$ cat config.mk
export PLATFORM = sky130hd
export DESIGN_NAME = yags_ram
export DESIGN_NICKNAME = d
export VERILOG_FILES = /design/src/rtl/yags_ram.sv
export SDC_FILE = /design/constraint.sdc
export NUM_CORES = 1
export LEC_CHECK = 0
export ABC_AREA = 1
export BUFFER_PORTS_ARGS = -buffer_cell sky130_fd_sc_hd__buf_2
export CAP_MARGIN = 20
export CORE_ASPECT_RATIO = 1.4
export CORE_UTILIZATION = 35
export DETAILED_ROUTE_END_ITERATION = 10
export SETUP_SLACK_MARGIN = 0.3
export SLEW_MARGIN = 20
export SYNTH_ARGS = -nofsm -noshare
export SYNTH_HDL_FRONTEND = slang
export SYNTH_SLANG_ARGS = --single-unit
$ cat constraint.sdc
create_clock -name clk -period 1.7 [get_ports clk]
set_clock_uncertainty 0.15 [all_clocks]
set_input_delay 0.34 -clock clk [delete_from_list [all_inputs] [get_ports clk]]
set_output_delay 0.34 -clock clk [all_outputs]
set_load 0.02 [all_outputs]
$ cat src/rtl/yags_ram.sv
// Generic single-write, single-read RAM with registered read data.
`default_nettype none

module yags_ram #(
	parameter int WIDTH = 8,
	parameter int DEPTH = 16
) (
	input  wire logic                     clk,
	input  wire logic                     we,
	input  wire logic [$clog2(DEPTH)-1:0] waddr,
	input  wire logic [WIDTH-1:0]         wdata,
	input  wire logic                     re,
	input  wire logic [$clog2(DEPTH)-1:0] raddr,
	output      logic [WIDTH-1:0]         rdata
);

	logic [WIDTH-1:0] mem [DEPTH];

	// Write, and read the old contents
	always_ff @(posedge clk) begin
		if (we) begin
			mem[waddr] <= wdata;
		end
		if (re) begin
			rdata <= mem[raddr];
		end
	end

endmodule

`default_nettype wire

==> metrics <==
failing checks design-rule violations; Worst path top cell family by delay flip-flops; Via Count 3794; Crit path largest cell delay 0.45 ns; initial drt markers 271; Setup crit end rdata[4]; DRC Markers 6; Placer Congestion 0.8661; Core Rows 55; unrepaired setup endpoints after global routing yes; FILL cells 1531; diodes inserted 0; most frequent cells in the layout 173 x nand2_1, 136 x edfxtp_1, 100 x inv_1, 97 x nand3_1, 22 x buf_4; Slew HR 59.99%; CP max-delay cell edfxtp_1; Skew-Pair Late Insertion Delay 0.42 ns; Die Y 154.9 µm; final hold viol count 0; Worst Slack Setup Final 0.1747 ns; DR vias/cell 4.696; pre-CTS WS -0.0001736 ns; Max-Cap Viols 0; hold crit path type primary input to register; total grt overflow 0; Tot Pwr 8.265 mW; core area 16240 µm²; Leak Pwr 2.997 nW; CTS tree built; antenna violations before repair 0; Crit. End Element output pin; CTS Buf Count 17; Slew @ Worst Pin 0.5993 ns; worst path bufs/invs 1; Worst R2R Path Depth 6; Period Utilization, post-route 89.72%; Routed Antenna Nets 0; CTS H-tree lvls 4; flop2flop setup slack 0.39 ns; Port Buf Inserts 26; Detailed Route WL 12.73 mm; Initial DRT Pass Iterations 8; maximum number of pins on one net before global-route repair 35; global-route wire length before repair 20.24 mm; Mapped Cells 551; WP data arrival 1.04 ns; reg2reg end rdata[7]$_DFFE_PP_; DIE AREA 17230 µm²; Setup crit start rdata[4]$_DFFE_PP_; Area Growth Syn to Fin 19.30%; Routed WL per cell 15.76 µm; Max VDD drop 0.0006922 V; syn_area_per_cell 10.61 µm²; CP max FO 1; startpoint types register; WP data required 1.21 ns; CTS max path bufs 2; initial cell density of the core 36.00%; worst r2r src mem[3][7]$_DFFE_PP_; Tmin final 1.525 ns; fin nets 617; Cell Area, Synth 5847 µm²; clk sinks 136; share of cells above drive strength 1 13.30%; most common cell after layout, fill and taps aside nand2_1; final setup fails 0; clock slew at reported path FFs 0.06 ns; number of global-route vias before repair 3813; Distinct cells, synth 11; YS warnings 0; Ports 27; chip width 111.2 µm; Setup Fix Bufs, Post-CTS 0; Cell Pwr Density 1185 nW/µm²; GRT Util Overall 15.89%; Crit. path cell count 1; critical-path cell list buf_6; Post-DP HPWL 8.608 mm; syn nets 570; #FFs+latches synth 136; fmax 655.6 MHz; status finished, violations left; clk root buf clkbuf_16; crit path kind register to output pin; pins over their slew limit 0; sequential share of the synthesized area 69.85%
cells by family after synthesis:
family | after synthesis | share of synthesized area (%)
buf+inv | 126 | 9.394
flops | 136 | 69.85
simple gates | 289 | 20.76
area by class of cell:
class | instances | area [µm²] | share of cell area (%)
clock inverters | 11 | 203.9 | 2.924
inverters | 102 | 382.9 | 5.489
flip-flops and latches | 136 | 4084 | 58.55
repair buffers | 52 | 404.1 | 5.794
clock buffers | 19 | 432.9 | 6.206
well taps | 199 | 249.0 | 3.570
multi-input cells | 289 | 1219 | 17.47
Yosys cell counts:
| master | instances | area, µm² |
|---|---|---|
| buf_6 | 6 | 67.56 |
| nor2_1 | 17 | 63.81 |
| nand3b_1 | 2 | 15.01 |
| nand3_1 | 97 | 485.5 |
| buf_1 | 1 | 3.750 |
| inv_2 | 2 | 7.510 |
| buf_2 | 13 | 65.06 |
| edfxtp_1 | 136 | 4084 |
| buf_4 | 4 | 30.03 |
| nand2_1 | 173 | 649.4 |
| inv_1 | 100 | 375.4 |
state kept, by name (all words and copies together), names as in the netlist:
| signal | count |
|---|---|
| mem | 128 |
| rdata | 8 |
repair_timing:
action                     4_1_cts  5_1_grt
setup endpoints to repair        8        9
resized for setup               10        3
hold buffers                     0        0
report_power, final:
part | internal [mW] | leakage (nW) | switching, mW
sequential | 3.78 | 1.24 | 0.0262
combinational | 0.159 | 1.46 | 0.327
clock | 2.71 | 0.305 | 1.26
routing by layer:
layer	vias to the layer above	GRT usage (%)	share of wire [%]	routed length, µm
li1	1877	-	-	-
met1	1809	18.42	40	5087
met2	97	28.39	54	6854
met3	11	3.662	4.1	522
met4	0	6.242	2.1	269
met5	-	0	0	0
worst register-to-register path: cells and delay by family (launching register included):
| family | cells | cell delay (ns) |
|---|---|---|
| AND/OR/NAND/NOR | 5 | 0.48 |
| flip-flops | 1 | 0.36 |
| buffers and inverters | 1 | 0.06 |
through the flow:
step                      util (%)  cells     TNS, ns  area (µm²)  hold slack [ns]
after floorplan                  -    551           0        5852           0.2889
after global placement       38.78    778           0        6297           0.5673
after detailed placement     38.78    778  -0.0001736        6297           0.5711
after CTS                    42.89    808           0        6965           0.1412
after global routing         42.95    808           0        6975           0.1462
final                        42.95    808           0        6975           0.1548
worst min path at each step:
stage / from / end / depth (start not counted)
floorplan: wdata[0] / mem[0][0]$_DFFE_PP_ / 0
global route: re / rdata[6]$_DFFE_PP_ / 1
global placement: mem[12][1]$_DFFE_PP_ / rdata[1]$_DFFE_PP_ / 6
CTS: re / rdata[2]$_DFFE_PP_ / 1
detailed placement: re / rdata[2]$_DFFE_PP_ / 1
finish: re / rdata[6]$_DFFE_PP_ / 1
Note: power is estimated with default switching activity, not from simulation.
