<file path="src/rtl/yags_pkg.sv">
// Shared types, constants and defaults of the YAGS branch predictor.
`default_nettype none

package yags_pkg;

	// Fixed field widths
	localparam int ADDR_W      = 32;
	localparam int HIST_OUT_W  = 10;
	localparam int CMD_W       = 3;
	localparam int SHIFT_W     = 3;

	// Command codes
	localparam logic [CMD_W-1:0] CMD_LOOKUP   = 3'd0;
	localparam logic [CMD_W-1:0] CMD_UNCOND   = 3'd1;
	localparam logic [CMD_W-1:0] CMD_UPDATE   = 3'd2;
	localparam logic [CMD_W-1:0] CMD_RESTORE  = 3'd3;
	localparam logic [CMD_W-1:0] CMD_BTB_MISS = 3'd4;

	// Register file
	localparam int APB_AW = 3;
	localparam int APB_DW = 32;
	localparam logic [APB_AW-3:0] REG_ADDRESS_SHIFT = 1'b0;
	localparam logic [SHIFT_W-1:0] SHIFT_RESET = 3'd2;

	// Default sizes
	localparam int CHOICE_ENTRIES_DEF      = 4096;
	localparam int CACHE_ENTRIES_DEF       = 1024;
	localparam int CHOICE_COUNTER_BITS_DEF = 2;
	localparam int CACHE_COUNTER_BITS_DEF  = 2;
	localparam int TAG_BITS_DEF            = 8;

	// Request transaction
	typedef struct packed {
		logic [CMD_W-1:0]      cmd;
		logic [ADDR_W-1:0]     branch_address;
		logic                  outcome_taken;
		logic                  was_squashed;
		logic [HIST_OUT_W-1:0] saved_history;
		logic                  saved_choice_taken;
		logic                  saved_final_prediction;
		logic                  saved_cache_hit;
	} yags_req_t;

	// Response transaction
	typedef struct packed {
		logic                  prediction;
		logic                  choice_taken;
		logic                  cache_hit;
		logic [HIST_OUT_W-1:0] history_snapshot;
	} yags_rsp_t;

	// Datapath status seen by the top level
	typedef struct packed {
		logic clearing;
		logic busy_s1;
	} yags_status_t;

endpackage

`default_nettype wire

</file>
<file path="src/rtl/yags_apb_regs.sv">
// APB register file holding the address shift.
`default_nettype none

module yags_apb_regs (
	input  wire logic                              clk,
	input  wire logic                              arst_n,
	input  wire logic                              psel,
	input  wire logic                              penable,
	input  wire logic                              pwrite,
	input  wire logic [yags_pkg::APB_AW-1:0]       paddr,
	input  wire logic [yags_pkg::APB_DW-1:0]       pwdata,
	output      logic [yags_pkg::APB_DW-1:0]       prdata,
	output      logic                              pready,
	output      logic [yags_pkg::SHIFT_W-1:0]      address_shift
);

	logic [yags_pkg::SHIFT_W-1:0] shift_q;
	logic                         hit_shift;

	assign hit_shift     = (paddr[yags_pkg::APB_AW-1:2] == yags_pkg::REG_ADDRESS_SHIFT);
	assign pready        = 1'b1;
	assign address_shift = shift_q;

	// Take the register write in the access phase
	always_ff @(posedge clk or negedge arst_n) begin
		if (!arst_n) begin
			shift_q <= yags_pkg::SHIFT_RESET;
		end else if (psel && penable && pwrite && hit_shift) begin
			shift_q <= pwdata[yags_pkg::SHIFT_W-1:0];
		end
	end

	// Return the addressed register
	always_comb begin
		prdata = '0;
		if (hit_shift) begin
			prdata = {{(yags_pkg::APB_DW-yags_pkg::SHIFT_W){1'b0}}, shift_q};
		end
	end

endmodule

`default_nettype wire

</file>
<file path="config.mk">
export PLATFORM = sky130hd
export DESIGN_NAME = yags_apb_regs
export DESIGN_NICKNAME = d
export VERILOG_FILES = /design/src/rtl/yags_pkg.sv /design/src/rtl/yags_apb_regs.sv
export SDC_FILE = /design/constraint.sdc
export NUM_CORES = 1
export LEC_CHECK = 0
export BUFFER_PORTS_ARGS = -buffer_cell sky130_fd_sc_hd__buf_2
export CAP_MARGIN = 20
export CORE_ASPECT_RATIO = 1.2
export CORE_MARGIN = 2
export CORE_UTILIZATION = 25
export CTS_BUF_LIST = sky130_fd_sc_hd__clkbuf_16
export CTS_CLUSTER_SIZE = 24
export DETAILED_ROUTE_END_ITERATION = 12
export PLACE_DENSITY = 0.78
export REMOVE_ABC_BUFFERS = 1
export SLEW_MARGIN = 20
export SYNTH_ARGS = -nofsm -noshare
export SYNTH_HDL_FRONTEND = slang
export SYNTH_SLANG_ARGS = --single-unit
</file>
<file path="constraint.sdc">
create_clock -name clk -period 0.95 [get_ports clk]
set_input_delay 0.0475 -clock clk [delete_from_list [all_inputs] [get_ports clk]]
set_output_delay 0.0475 -clock clk [all_outputs]
set_load 0.02 [all_outputs]
</file>
==> run summary <==
status - finished, violations left
violated checks - setup timing
post-route minimum period - 1.043 ns
Worst path top cell family by delay - flip-flops
nets@finish - 102
number of diodes - 0
1st-pass router iterations - 2
Gate power share - 30.7%
critical path, cell by cell - and2b_2 -> buf_6
largest fanout on the critical path - 3
Sw Ratio - 28.86%
wl on met1 - 140 um
row count - 15
Pint - 0.0008578 W
Buffers on Ports - 14
Final WS setup - -0.09335 ns
end of the worst register-to-register path - address_shift[2]$_DFFE_PN0P_
Sw Pwr - 0.0003480 W
Final setup viols - 3
reg2reg start - address_shift[2]$_DFFE_PN0P_
met3 wire len - 119 um
Cell Area, Synth - 404.1 um2
Reg clk slew, reported paths - 0.03 ns
Post-Synth XOR/XNOR Area - 0%
worst vdd ir - 894.6 uV
drt total wl - 568 um
Crit. End Element - output port
HPWL Detailed - 466.2 um
Num CTS Buffers - 3
die height - 48.05 um
leak pwr - 0.3113 nW
Power Density - 2391 nW/um2
Initial DRC Count - 4
compound-cell area share of the yosys netlist - 0%
crit start category - register
Slew Limit Fails - 0
first-pass GRT wire length - 648 um
Data required, critical path - 0.90 ns
Post-Synth Adder-Cell Area - 0%
wire per inst - 7.282 um
critical path's slowest cell - dfstp_2
Routed Antenna Nets - 0
post-synthesis mux area share - 11.15%
Hold Crit Class - in -> reg
hold path start - pwdata[2]
Max Root-Sink Buffers - 2
Seq/Total Area, Yosys - 18.89%
Synth Register Bits - 3
max frequency - 958.5 MHz
Mean Syn Cell Area - 9.622 um2
WHS - 0.05656 ns
via count - 241
GP Congestion - 0.5576
WHS Endpoint - address_shift[2]$_DFFE_PN0P_
largest net degree at the start of global routing - 5
R2R setup slack - 0.07 ns
Synth cell types - 7
share of cells above drive strength 1 - 44.26%
Top Ports - 76
Initial Utilization - 27.26%
Syn Inst Count - 42
Worst-Skew Late Latency - 0.22 ns
Residual DRC - 0
largest family of logic cells by synthesized area - buffers and inverters
clock sink total - 3
Vias/cell - 3.090
worst stage delay on the critical path - 0.52 ns
Root Driver - clkbuf_16
vias in the first global route - 173
power share of the clock group - 54.5%
CORE AREA - 1483 um2
Die ar. - 1956 um2
Syn. warnings - 0
global route overflow - 0
final hold vios - 0
GR Util All Layers - 6.180%
worst hold stages - 2
fin crit share - 109.8%
highest layer used for signal routing - met3
RSZ-0062 raised after global routing - yes
R2R depth - 2
Flop pwr share - 14.8%
Area Overhead vs Synth - 24.77%
simple-gate share of the synthesized area - 12.38%
Design Power - 0.001206 W
kind of critical path - reg -> out
maxcap violations - 0
metal2 WL - 309 um
die width - 40.71 um
skew final - 0 ns
Max H-tree Level - 1
Largest register FFs - 3
CP Buf/Inv Count - 1
TritonCTS clock tree - yes
initial antenna violation count - 0
CP Data Arrival Time - 1.00 ns
-- Yosys cell counts --
| library cell | count | share of area [%] |
|---|---|---|
| conb_1 | 2 | 1.9 |
| mux2_4 | 3 | 11 |
| and2b_2 | 3 | 6.5 |
| dfstp_2 | 1 | 6.5 |
| dfrtp_1 | 2 | 12 |
| nand4b_4 | 1 | 5.9 |
| buf_4 | 30 | 56 |
-- routing by layer --
layer	vias to the layer above	track usage, %
li1	106	-
met1	109	3.371
met2	26	9.841
met3	0	6.512
met4	0	6.000
met5	-	0
-- worst max path at each step --
stage	start	to	cells after the start
2_1_floorplan	address_shift[1]$_DFFE_PN1P_	prdata[1]	1
3_3_place_gp	address_shift[1]$_DFFE_PN1P_	prdata[1]	2
3_5_place_dp	address_shift[1]$_DFFE_PN1P_	prdata[1]	2
4_1_cts	address_shift[1]$_DFFE_PN1P_	prdata[1]	2
5_1_grt	address_shift[1]$_DFFE_PN1P_	prdata[1]	2
6_report	address_shift[1]$_DFFE_PN1P_	prdata[1]	2
-- logic make-up (layout without fill, tap and decap cells) --
group                  count (synthesis)  after routing
and+or+nand+nor                        4              4
DFF                                    3              3
other                                  2             30
muxes                                  3              3
buffers and inverters                 30             21
-- final cells by class --
type	instances	area, um2
fill	168	978.4
clock inverter	1	3.754
timing repair buffer	17	120.1
sequential	3	76.32
multi-input combinational	37	207.7
tap	17	21.27
clock buffer	3	75.07
-- power by group through the flow --
stage                     logic [W]  registers (W)  clock network, W
after floorplan            0.000189       0.000219                 0
after global placement     0.000293       0.000185                 0
after detailed placement   0.000296       0.000187                 0
after CTS                  0.000359       0.000178          0.000666
after global routing       0.000401       0.000183          0.000683
final                      0.000370       0.000179          0.000657
-- stage by stage --
stage / utilization, % / worst slack [ns] / instances / instance area [um2] / TNS (ns)
floorplan: - / 0.1152 / 40 / 284.0 / 0
CTS: 33.59 / -0.09916 / 78 / 498.0 / -0.1130
detailed placement: 25.32 / 0.1068 / 71 / 375.4 / 0
global placement: 25.32 / 0.1194 / 71 / 375.4 / 0
global route: 34.01 / -0.1143 / 78 / 504.2 / -0.2090
finish: 34.01 / -0.09335 / 78 / 504.2 / -0.1065
-- cell usage in the layout (no fill, tap or decap) --
| master | instances |
|---|---|
| conb_1 | 30 |
| clkbuf_16 | 3 |
| dfstp_2 | 1 |
| nand4b_4 | 1 |
| buf_4 | 2 |
| buf_6 | 4 |
| dlygate4sd3_1 | 1 |
| inv_1 | 1 |
| and2b_2 | 3 |
| dfrtp_1 | 2 |
| buf_2 | 10 |
| mux2_4 | 3 |
-- repair_timing --
| action | CTS | global route |
|---|---|---|
| hold buffers | 1 | 0 |
| endpoints found under the hold margin | 3 | 0 |
| gates cloned | 0 | 0 |
| pin swaps | 0 | 0 |
| buffers inserted | 2 | 0 |
| setup endpoints to repair | 4 | 5 |
| resized for setup | 6 | 2 |
(Power assumes the default switching activity.)
