--- src/rtl/yags_pkg.sv ---
// Shared types, constants and defaults of the YAGS branch predictor.
`default_nettype none

package yags_pkg;

	// Fixed field widths
	localparam int ADDR_W      = 32;
	localparam int HIST_OUT_W  = 10;
	localparam int CMD_W       = 3;
	localparam int SHIFT_W     = 3;

	// Command codes
	localparam logic [CMD_W-1:0] CMD_LOOKUP   = 3'd0;
	localparam logic [CMD_W-1:0] CMD_UNCOND   = 3'd1;
	localparam logic [CMD_W-1:0] CMD_UPDATE   = 3'd2;
	localparam logic [CMD_W-1:0] CMD_RESTORE  = 3'd3;
	localparam logic [CMD_W-1:0] CMD_BTB_MISS = 3'd4;

	// Register file
	localparam int APB_AW = 3;
	localparam int APB_DW = 32;
	localparam logic [APB_AW-3:0] REG_ADDRESS_SHIFT = 1'b0;
	localparam logic [SHIFT_W-1:0] SHIFT_RESET = 3'd2;

	// Default sizes
	localparam int CHOICE_ENTRIES_DEF      = 4096;
	localparam int CACHE_ENTRIES_DEF       = 1024;
	localparam int CHOICE_COUNTER_BITS_DEF = 2;
	localparam int CACHE_COUNTER_BITS_DEF  = 2;
	localparam int TAG_BITS_DEF            = 8;

	// Request transaction
	typedef struct packed {
		logic [CMD_W-1:0]      cmd;
		logic [ADDR_W-1:0]     branch_address;
		logic                  outcome_taken;
		logic                  was_squashed;
		logic [HIST_OUT_W-1:0] saved_history;
		logic                  saved_choice_taken;
		logic                  saved_final_prediction;
		logic                  saved_cache_hit;
	} yags_req_t;

	// Response transaction
	typedef struct packed {
		logic                  prediction;
		logic                  choice_taken;
		logic                  cache_hit;
		logic [HIST_OUT_W-1:0] history_snapshot;
	} yags_rsp_t;

	// Datapath status seen by the top level
	typedef struct packed {
		logic clearing;
		logic busy_s1;
	} yags_status_t;

endpackage

`default_nettype wire

--- src/rtl/yags_datapath.sv ---
// Predictor datapath: table clear, input stage, predict/train logic, result register.
`default_nettype none

module yags_datapath #(
	parameter int CHOICE_ENTRIES      = yags_pkg::CHOICE_ENTRIES_DEF,
	parameter int CACHE_ENTRIES       = yags_pkg::CACHE_ENTRIES_DEF,
	parameter int CHOICE_COUNTER_BITS = yags_pkg::CHOICE_COUNTER_BITS_DEF,
	parameter int CACHE_COUNTER_BITS  = yags_pkg::CACHE_COUNTER_BITS_DEF,
	parameter int TAG_BITS            = yags_pkg::TAG_BITS_DEF,
	localparam int CIB = $clog2(CHOICE_ENTRIES),
	localparam int HB  = $clog2(CACHE_ENTRIES),
	localparam int RB  = HB - 1,
	localparam int EW  = 2 * (CACHE_COUNTER_BITS + TAG_BITS),
	localparam int RW  = 2 * EW
) (
	input  wire logic                          clk,
	input  wire logic                          arst_n,
	input  wire logic [yags_pkg::SHIFT_W-1:0]  address_shift,
	input  wire logic                          req_valid,
	output      logic                          req_ready,
	input  wire yags_pkg::yags_req_t           req,
	output      logic                          rsp_valid,
	input  wire logic                          rsp_ready,
	output      yags_pkg::yags_rsp_t           rsp,
	output      yags_pkg::yags_status_t        status,
	// choice table port
	output      logic                          c_we,
	output      logic [CIB-1:0]                c_waddr,
	output      logic [CHOICE_COUNTER_BITS-1:0] c_wdata,
	output      logic                          c_re,
	output      logic [CIB-1:0]                c_raddr,
	input  wire logic [CHOICE_COUNTER_BITS-1:0] c_rdata,
	// direction cache port, two entries per row
	output      logic                          k_we,
	output      logic [RB-1:0]                 k_waddr,
	output      logic [RW-1:0]                 k_wdata,
	output      logic                          k_re,
	output      logic [RB-1:0]                 k_raddr,
	input  wire logic [RW-1:0]                 k_rdata
);

	localparam int CB   = CHOICE_COUNTER_BITS;
	localparam int KB   = CACHE_COUNTER_BITS;
	localparam int HO   = yags_pkg::HIST_OUT_W;
	localparam int RD   = CACHE_ENTRIES / 2;
	localparam int MAXD = (CHOICE_ENTRIES > RD) ? CHOICE_ENTRIES : RD;
	localparam int CLW  = $clog2(MAXD + 1);

	typedef struct packed {
		logic [KB-1:0]       t_ctr;
		logic [TAG_BITS-1:0] t_tag;
		logic [KB-1:0]       n_ctr;
		logic [TAG_BITS-1:0] n_tag;
	} entry_t;

	typedef entry_t [1:0] row_t;

	function automatic logic [CB-1:0] train_c(input logic [CB-1:0] c, input logic up);
		logic [CB-1:0] r;
		r = c;
		if (up) begin
			if (c != {CB{1'b1}}) r = c + CB'(1);
		end else begin
			if (c != '0) r = c - CB'(1);
		end
		return r;
	endfunction

	function automatic logic [KB-1:0] train_k(input logic [KB-1:0] c, input logic up);
		logic [KB-1:0] r;
		r = c;
		if (up) begin
			if (c != {KB{1'b1}}) r = c + KB'(1);
		end else begin
			if (c != '0) r = c - KB'(1);
		end
		return r;
	endfunction

	// Control state
	logic [CLW-1:0] clr_q;
	logic           clearing;
	logic           valid_s1;
	logic           rsp_valid_q;
	logic [HB-1:0]  hist_q;
	logic           cfwd_hit_q;
	logic           kfwd_hit_q;

	// Payload registers
	yags_pkg::yags_req_t  item_s1;
	logic [CIB-1:0]       cidx_s1;
	logic [RB-1:0]        row_s1;
	logic                 sh0_s1;
	logic [CB-1:0]        cfwd_data_q;
	row_t                 kfwd_data_q;
	yags_pkg::yags_rsp_t  rsp_q;

	// Handshake
	logic advance;
	logic accept;

	// Accept-side index logic
	logic [yags_pkg::ADDR_W-1:0] shifted_in;
	logic [HB+HO-1:0]            saved_ext_in;
	logic [HB-1:0]               saved_in;
	logic [HB-1:0]               hist_base;
	logic [HB-1:0]               gidx_in;

	// Stage logic
	logic [CB-1:0]       choice_ctr;
	row_t                row_cur;
	row_t                row_new;
	entry_t              ent;
	entry_t              ent_new;
	logic                sel;
	logic [HB+HO-1:0]    saved_ext_s1;
	logic [HB-1:0]       saved_s1;
	logic [HB+HO-1:0]    hist_ext;
	logic [TAG_BITS-1:0] tag;
	logic                choice;
	logic                pred;
	logic                hit;
	logic                choice_train;
	logic                is_update;
	logic [HB-1:0]       hist_nx;
	yags_pkg::yags_rsp_t rsp_nx;

	assign clearing  = (clr_q != CLW'(MAXD));
	assign advance   = valid_s1 && (!rsp_valid_q || rsp_ready);
	assign req_ready = !clearing && (!valid_s1 || advance);
	assign accept    = req_valid && req_ready;
	assign rsp_valid = rsp_valid_q;
	assign rsp       = rsp_q;
	assign status    = '{clearing: clearing, busy_s1: valid_s1};

	// Work out the read indices of an arriving transaction
	always_comb begin
		shifted_in   = req.branch_address >> address_shift;
		saved_ext_in = {{HB{1'b0}}, req.saved_history};
		saved_in     = saved_ext_in[HB-1:0];
		// history ahead of this transaction; only its upper bits are used here
		hist_base    = valid_s1 ? hist_nx : hist_q;
		if (req.cmd == yags_pkg::CMD_UPDATE) begin
			gidx_in = shifted_in[HB-1:0] ^ saved_in;
		end else begin
			gidx_in = shifted_in[HB-1:0] ^ hist_base;
		end
	end

	assign c_re    = accept;
	assign c_raddr = shifted_in[CIB-1:0];
	assign k_re    = accept;
	assign k_raddr = gidx_in[HB-1:1];

	// Predict and train for the held transaction
	always_comb begin
		is_update    = (item_s1.cmd == yags_pkg::CMD_UPDATE);
		saved_ext_s1 = {{HB{1'b0}}, item_s1.saved_history};
		saved_s1     = saved_ext_s1[HB-1:0];
		hist_ext     = {{HO{1'b0}}, hist_q};
		tag          = item_s1.branch_address[TAG_BITS-1:0];
		choice_ctr   = cfwd_hit_q ? cfwd_data_q : c_rdata;
		row_cur      = kfwd_hit_q ? kfwd_data_q : row_t'(k_rdata);
		sel          = sh0_s1 ^ (is_update ? saved_s1[0] : hist_q[0]);
		ent          = row_cur[sel];
		choice       = choice_ctr[CB-1];

		// lookup: opposite cache overrides the choice on a tag hit
		if (choice) begin
			hit  = (ent.n_tag == tag);
			pred = hit ? ent.n_ctr[KB-1] : 1'b1;
		end else begin
			hit  = (ent.t_tag == tag);
			pred = hit ? ent.t_ctr[KB-1] : 1'b0;
		end

		// resolve: train counters, allocate on an undecided misprediction
		ent_new      = ent;
		choice_train = 1'b1;
		if (item_s1.saved_cache_hit) begin
			if (item_s1.saved_choice_taken) begin
				ent_new.n_ctr = train_k(ent.n_ctr, item_s1.outcome_taken);
			end else begin
				ent_new.t_ctr = train_k(ent.t_ctr, item_s1.outcome_taken);
			end
			choice_train = (item_s1.saved_final_prediction != item_s1.outcome_taken)
				|| (item_s1.outcome_taken == item_s1.saved_choice_taken);
		end else if (item_s1.saved_final_prediction != item_s1.outcome_taken) begin
			if (item_s1.outcome_taken) begin
				ent_new.t_tag = tag;
			end else begin
				ent_new.n_tag = tag;
			end
		end
		row_new      = row_cur;
		row_new[sel] = ent_new;

		// result and next history per command
		rsp_nx                  = '0;
		rsp_nx.history_snapshot = hist_ext[HO-1:0];
		hist_nx                 = hist_q;
		unique case (item_s1.cmd)
			yags_pkg::CMD_LOOKUP: begin
				rsp_nx.prediction   = pred;
				rsp_nx.choice_taken = choice;
				rsp_nx.cache_hit    = hit;
				hist_nx             = {hist_q[HB-2:0], pred};
			end
			yags_pkg::CMD_UNCOND: begin
				rsp_nx.prediction   = 1'b1;
				rsp_nx.choice_taken = 1'b1;
				hist_nx             = {hist_q[HB-2:0], 1'b1};
			end
			yags_pkg::CMD_UPDATE: begin
				if (item_s1.was_squashed) begin
					hist_nx = {saved_s1[HB-2:0], item_s1.outcome_taken};
				end
			end
			yags_pkg::CMD_RESTORE: begin
				hist_nx = saved_s1;
			end
			yags_pkg::CMD_BTB_MISS: begin
				hist_nx = {hist_q[HB-1:1], 1'b0};
			end
			default: begin
				hist_nx = hist_q;
			end
		endcase
	end

	// Table writes: clearing sweep, else training on the way out
	always_comb begin
		if (clearing) begin
			c_we    = 1'b1;
			c_waddr = clr_q[CIB-1:0];
			c_wdata = '0;
			k_we    = 1'b1;
			k_waddr = clr_q[RB-1:0];
			k_wdata = '0;
		end else begin
			c_we    = advance && is_update && choice_train;
			c_waddr = cidx_s1;
			c_wdata = train_c(choice_ctr, item_s1.outcome_taken);
			k_we    = advance && is_update;
			k_waddr = row_s1;
			k_wdata = RW'(row_new);
		end
	end

	// Advance control state
	always_ff @(posedge clk or negedge arst_n) begin
		if (!arst_n) begin
			clr_q       <= '0;
			valid_s1    <= 1'b0;
			rsp_valid_q <= 1'b0;
			hist_q      <= '0;
			cfwd_hit_q  <= 1'b0;
			kfwd_hit_q  <= 1'b0;
		end else begin
			if (clearing) begin
				clr_q <= clr_q + CLW'(1);
			end
			if (accept) begin
				valid_s1 <= 1'b1;
			end else if (advance) begin
				valid_s1 <= 1'b0;
			end
			if (advance) begin
				rsp_valid_q <= 1'b1;
				hist_q      <= hist_nx;
			end else if (rsp_ready) begin
				rsp_valid_q <= 1'b0;
			end
			// a write at the edge of the read is not seen by the read
			if (accept) begin
				cfwd_hit_q <= c_we && (c_waddr == c_raddr);
				kfwd_hit_q <= k_we && (k_waddr == k_raddr);
			end
		end
	end

	// Hold payload of the stage and the result
	always_ff @(posedge clk) begin
		if (accept) begin
			item_s1     <= req;
			cidx_s1     <= c_raddr;
			row_s1      <= k_raddr;
			sh0_s1      <= shifted_in[0];
			cfwd_data_q <= c_wdata;
			kfwd_data_q <= row_t'(k_wdata);
		end
		if (advance) begin
			rsp_q <= rsp_nx;
		end
	end

endmodule

`default_nettype wire

--- config.mk ---
export PLATFORM = sky130hd
export DESIGN_NAME = yags_datapath
export DESIGN_NICKNAME = d
export VERILOG_FILES = /design/src/rtl/yags_pkg.sv /design/src/rtl/yags_datapath.sv
export SDC_FILE = /design/constraint.sdc
export NUM_CORES = 1
export LEC_CHECK = 0
export BUFFER_PORTS_ARGS = -buffer_cell sky130_fd_sc_hd__buf_2
export CORE_AREA = 2 2 146 148
export CTS_CLUSTER_SIZE = 10
export DETAILED_ROUTE_END_ITERATION = 8
export DIE_AREA = 0 0 148 150
export PLACE_DENSITY_LB_ADDON = 0.12
export SETUP_SLACK_MARGIN = 0.15
export SYNTH_ARGS = -nofsm -noshare
export SYNTH_HDL_FRONTEND = slang
export SYNTH_SLANG_ARGS = --single-unit
export TNS_END_PERCENT = 10
--- constraint.sdc ---
create_clock -name clk -period 7.45 [get_ports clk]
set_input_delay 1.1175 -clock clk [delete_from_list [all_inputs] [get_ports clk]]
set_output_delay 1.1175 -clock clk [all_outputs]
set_load 0.02 [all_outputs]
==> results.ini <==
[clock_network]
postCtsHoldBufs=0
post_cts_resized=0
clkLatencyLatePin_ns=0.43
clk_path_buf_depth=2
postCtsSetupBuffers=0
cts.htree.levels=4
cts_made_buffers=17
clk_pin_slew_ns=0.07
clock-sinks=129
cts_tree=yes
clockRootBuffer=clkbuf_16

[die]
die-height_um=150
die_x_um=148
design.die.area_mm2=0.02220
ios=204
rows=53
start_util_pct=39.48
core_area_mm2=0.02069

[cells_and_area]
utilization_pct=47.62
design_area_mm2=0.009853
n_fill_cell=2032
layout_commonest_cell=buf_2
layout_common_cells=buf_2 (190), edfxtp_1 (102), nand2_1 (87), nand3_1 (53), nor2_1 (42)
area_delta_synth_final_pct=20.62
fin_nets=1041
drive_gt1_share_pct=31.27
n_antenna_cell=0
finalNonFillerCells=1228

[worst_setup_path]
worstPathMaxFanout=26
required_ns=6.33
criticalPathCategory=register to output port
end_kind=output port
arrival_ns=4.41
start_kind=register

[pwr]
internal_power_mw=1.376
p_switching_uw=486.6
pwr_density_cell_mw_per_mm2=189.0
p_sw_share_pct=26.12
pwr-share-comb_pct=12.5
p_leak_nw=4.006
power_mw=1.863
clockPowerShare_pct=45.3
ir_worst_vdd_v=0.0001391
seqPwrFrac_pct=42.3

[timing]
fin_crit_ns=5.526
worst-slew-pin-transition_ns=1.013
fin_crit_sh_pct=74.17
hold_viol=0
whs_ns=0.4695
setup_violations=0
rsz0062_at_grt=false
fmax_ghz=0.1810
slew_headroom_pct=32.29
skew_ns=0.01484
timing.setup.tns_ns=0
drv_slew=0
setup_ws_ns=1.924

[routing]
firstDrtPassIters=5
ant_nets=0
drt-vias-per-instance=5.628
highest_layer=met4
wl_met1_um=11520
drt_first_iter_violations=621
wl_per_cell_um=19.98
drcViolationCount=0
wl_met2_um=10680
vias=6911
routed_wirelength_um=24530
wl_met3_um=1918

[logic_synthesis]
synthesis.nets=884
syn_inst=783
synth-edff-count=102
yosysSeqAreaShare_pct=45.77
ys_seq_elements=129
yosysUniqueCellTypes=60
yosysWarnings=0
ys.flop_type=edfxtp_1
syn-cell-area_mm2=0.008169
async_reset_ff_share_pct=20.93
avgSynthCellArea_um2=10.43

[global_routing]
grt_pass1_vias=6492
antenna_found_initial=0
overflow=0
grtUsageTotal_pct=22.08
grt_pass1_wl_um=37480
grt_max_degree=51

[placed_design]
place_inst=1196
io_buffers=190
gp_congestion=0.8275
postPlaceCellArea_mm2=0.009268
pre_cts_slack_ns=2.446
place_hpwl_um=17500

[hold_path]
hp-class=register to register

[job]
max_cap_viol_count=0

[outcome]
status=finished clean

worst max-delay path, cell delays in order, from the launching register on:
cell and delay [ns]:
edfxtp_1 0.84, nor3b_4 0.47, a21o_1 0.48, nand2_1 0.76
mux4_2 0.51, a21boi_0 0.21, o22ai_1 0.12, a211oi_1 0.36
buf_2 0.24
synth_stat cells (3+ instances only):
cell type | number | area [um2]
buf_4 | 4 | 30.03
mux2i_1 | 24 | 240.2
nand4_1 | 15 | 93.84
clkbuf_1 | 34 | 127.6
inv_1 | 24 | 90.09
and2_1 | 12 | 75.07
nor2_1 | 42 | 157.7
o21a_1 | 3 | 22.52
mux4_2 | 19 | 427.9
a211oi_1 | 15 | 112.6
a311o_1 | 9 | 90.09
edfxtp_1 | 102 | 3063
or3b_2 | 6 | 52.55
or4_1 | 14 | 105.1
o211ai_1 | 10 | 75.07
mux2_2 | 31 | 349.1
nor3_1 | 4 | 20.02
o21ai_0 | 13 | 65.06
o22ai_1 | 14 | 87.58
a311oi_1 | 3 | 26.28
xor2_1 | 7 | 61.31
nand2_1 | 87 | 326.6
nand3b_1 | 18 | 135.1
nor2b_1 | 7 | 43.79
a41oi_1 | 4 | 35.03
xnor2_1 | 37 | 324.1
buf_2 | 13 | 65.06
or3_1 | 3 | 18.77
a21boi_0 | 3 | 22.52
buf_1 | 9 | 33.78
nand2b_1 | 6 | 37.54
and3_1 | 6 | 37.54
nor3b_1 | 4 | 30.03
o31ai_1 | 12 | 90.09
o311ai_0 | 7 | 61.31
dfrtp_1 | 27 | 675.7
nand3_1 | 53 | 265.3
a21o_1 | 19 | 142.6
a21oi_1 | 31 | 155.2
and4_1 | 3 | 26.28
cell families after synthesis:
group | Yosys count | synth area share (%)
simple gates | 291 | 18.67
mux | 74 | 12.45
fa+ha+maj | 3 | 0.4288
buf+inv | 87 | 4.564
xor+xnor | 44 | 4.717
flops | 129 | 45.77
compound gates | 155 | 13.40
power groups by stage:
stage | logic [mW] | clock network [mW] | registers, mW
5_1_grt | 0.255 | 0.879 | 0.788
2_1_floorplan | 0.148 | 0 | 0.800
6_report | 0.232 | 0.843 | 0.788
3_3_place_gp | 0.231 | 0 | 0.803
3_5_place_dp | 0.232 | 0 | 0.803
4_1_cts | 0.233 | 0.856 | 0.788
layer usage:
metal	vias up	GRT usage [%]
li1	3264	-
met1	3331	33.15
met2	284	32.01
met3	32	4.421
met4	0	6.762
met5	-	0
state kept, by name (all words and copies together), names as in the netlist, named ones only:
| name | count |
|---|---|
| rsp | 13 |
| item_s1 | 16 |
| cfwd_data_q | 2 |
| hist_q | 9 |
| valid_s1 | 1 |
| saved_s1 | 10 |
| cidx_s1 | 12 |
| rsp_valid | 1 |
| cfwd_hit_q | 1 |
| kfwd_hit_q | 1 |
| kfwd_data_q | 40 |
| row_s1 | 9 |
| clr_q | 13 |
area by class of cell:
type	count	area, um2	share of cell area [%]
multi-input cells	567	4063	41.23
clock buffers	18	429.2	4.356
inverters	25	95.09	0.9651
well taps	275	344.1	3.492
repair buffers	200	1026	10.41
flip-flops and latches	129	3740	37.96
clock inverters	14	156.4	1.587
worst paths after layout:
| check | start | to | slack (ns) | cells after the start |
|---|---|---|---|---|
| max | item_s1[48] | k_wdata[19] | 1.92 | 8 |
| min | clr_q[12] | clr_q[12] | 0.47 | 1 |
| max reg2reg | item_s1[48] | kfwd_data_q[38] | 3.46 | 7 |
| min reg2reg | clr_q[12] | clr_q[12] | 0.47 | 1 |
| max in group asynchronous | arst_n | kfwd_hit_q | 6.21 | 1 |
| min in group asynchronous | arst_n | hist_q[5] | 0.74 | 1 |
(Power assumes the default switching activity.)
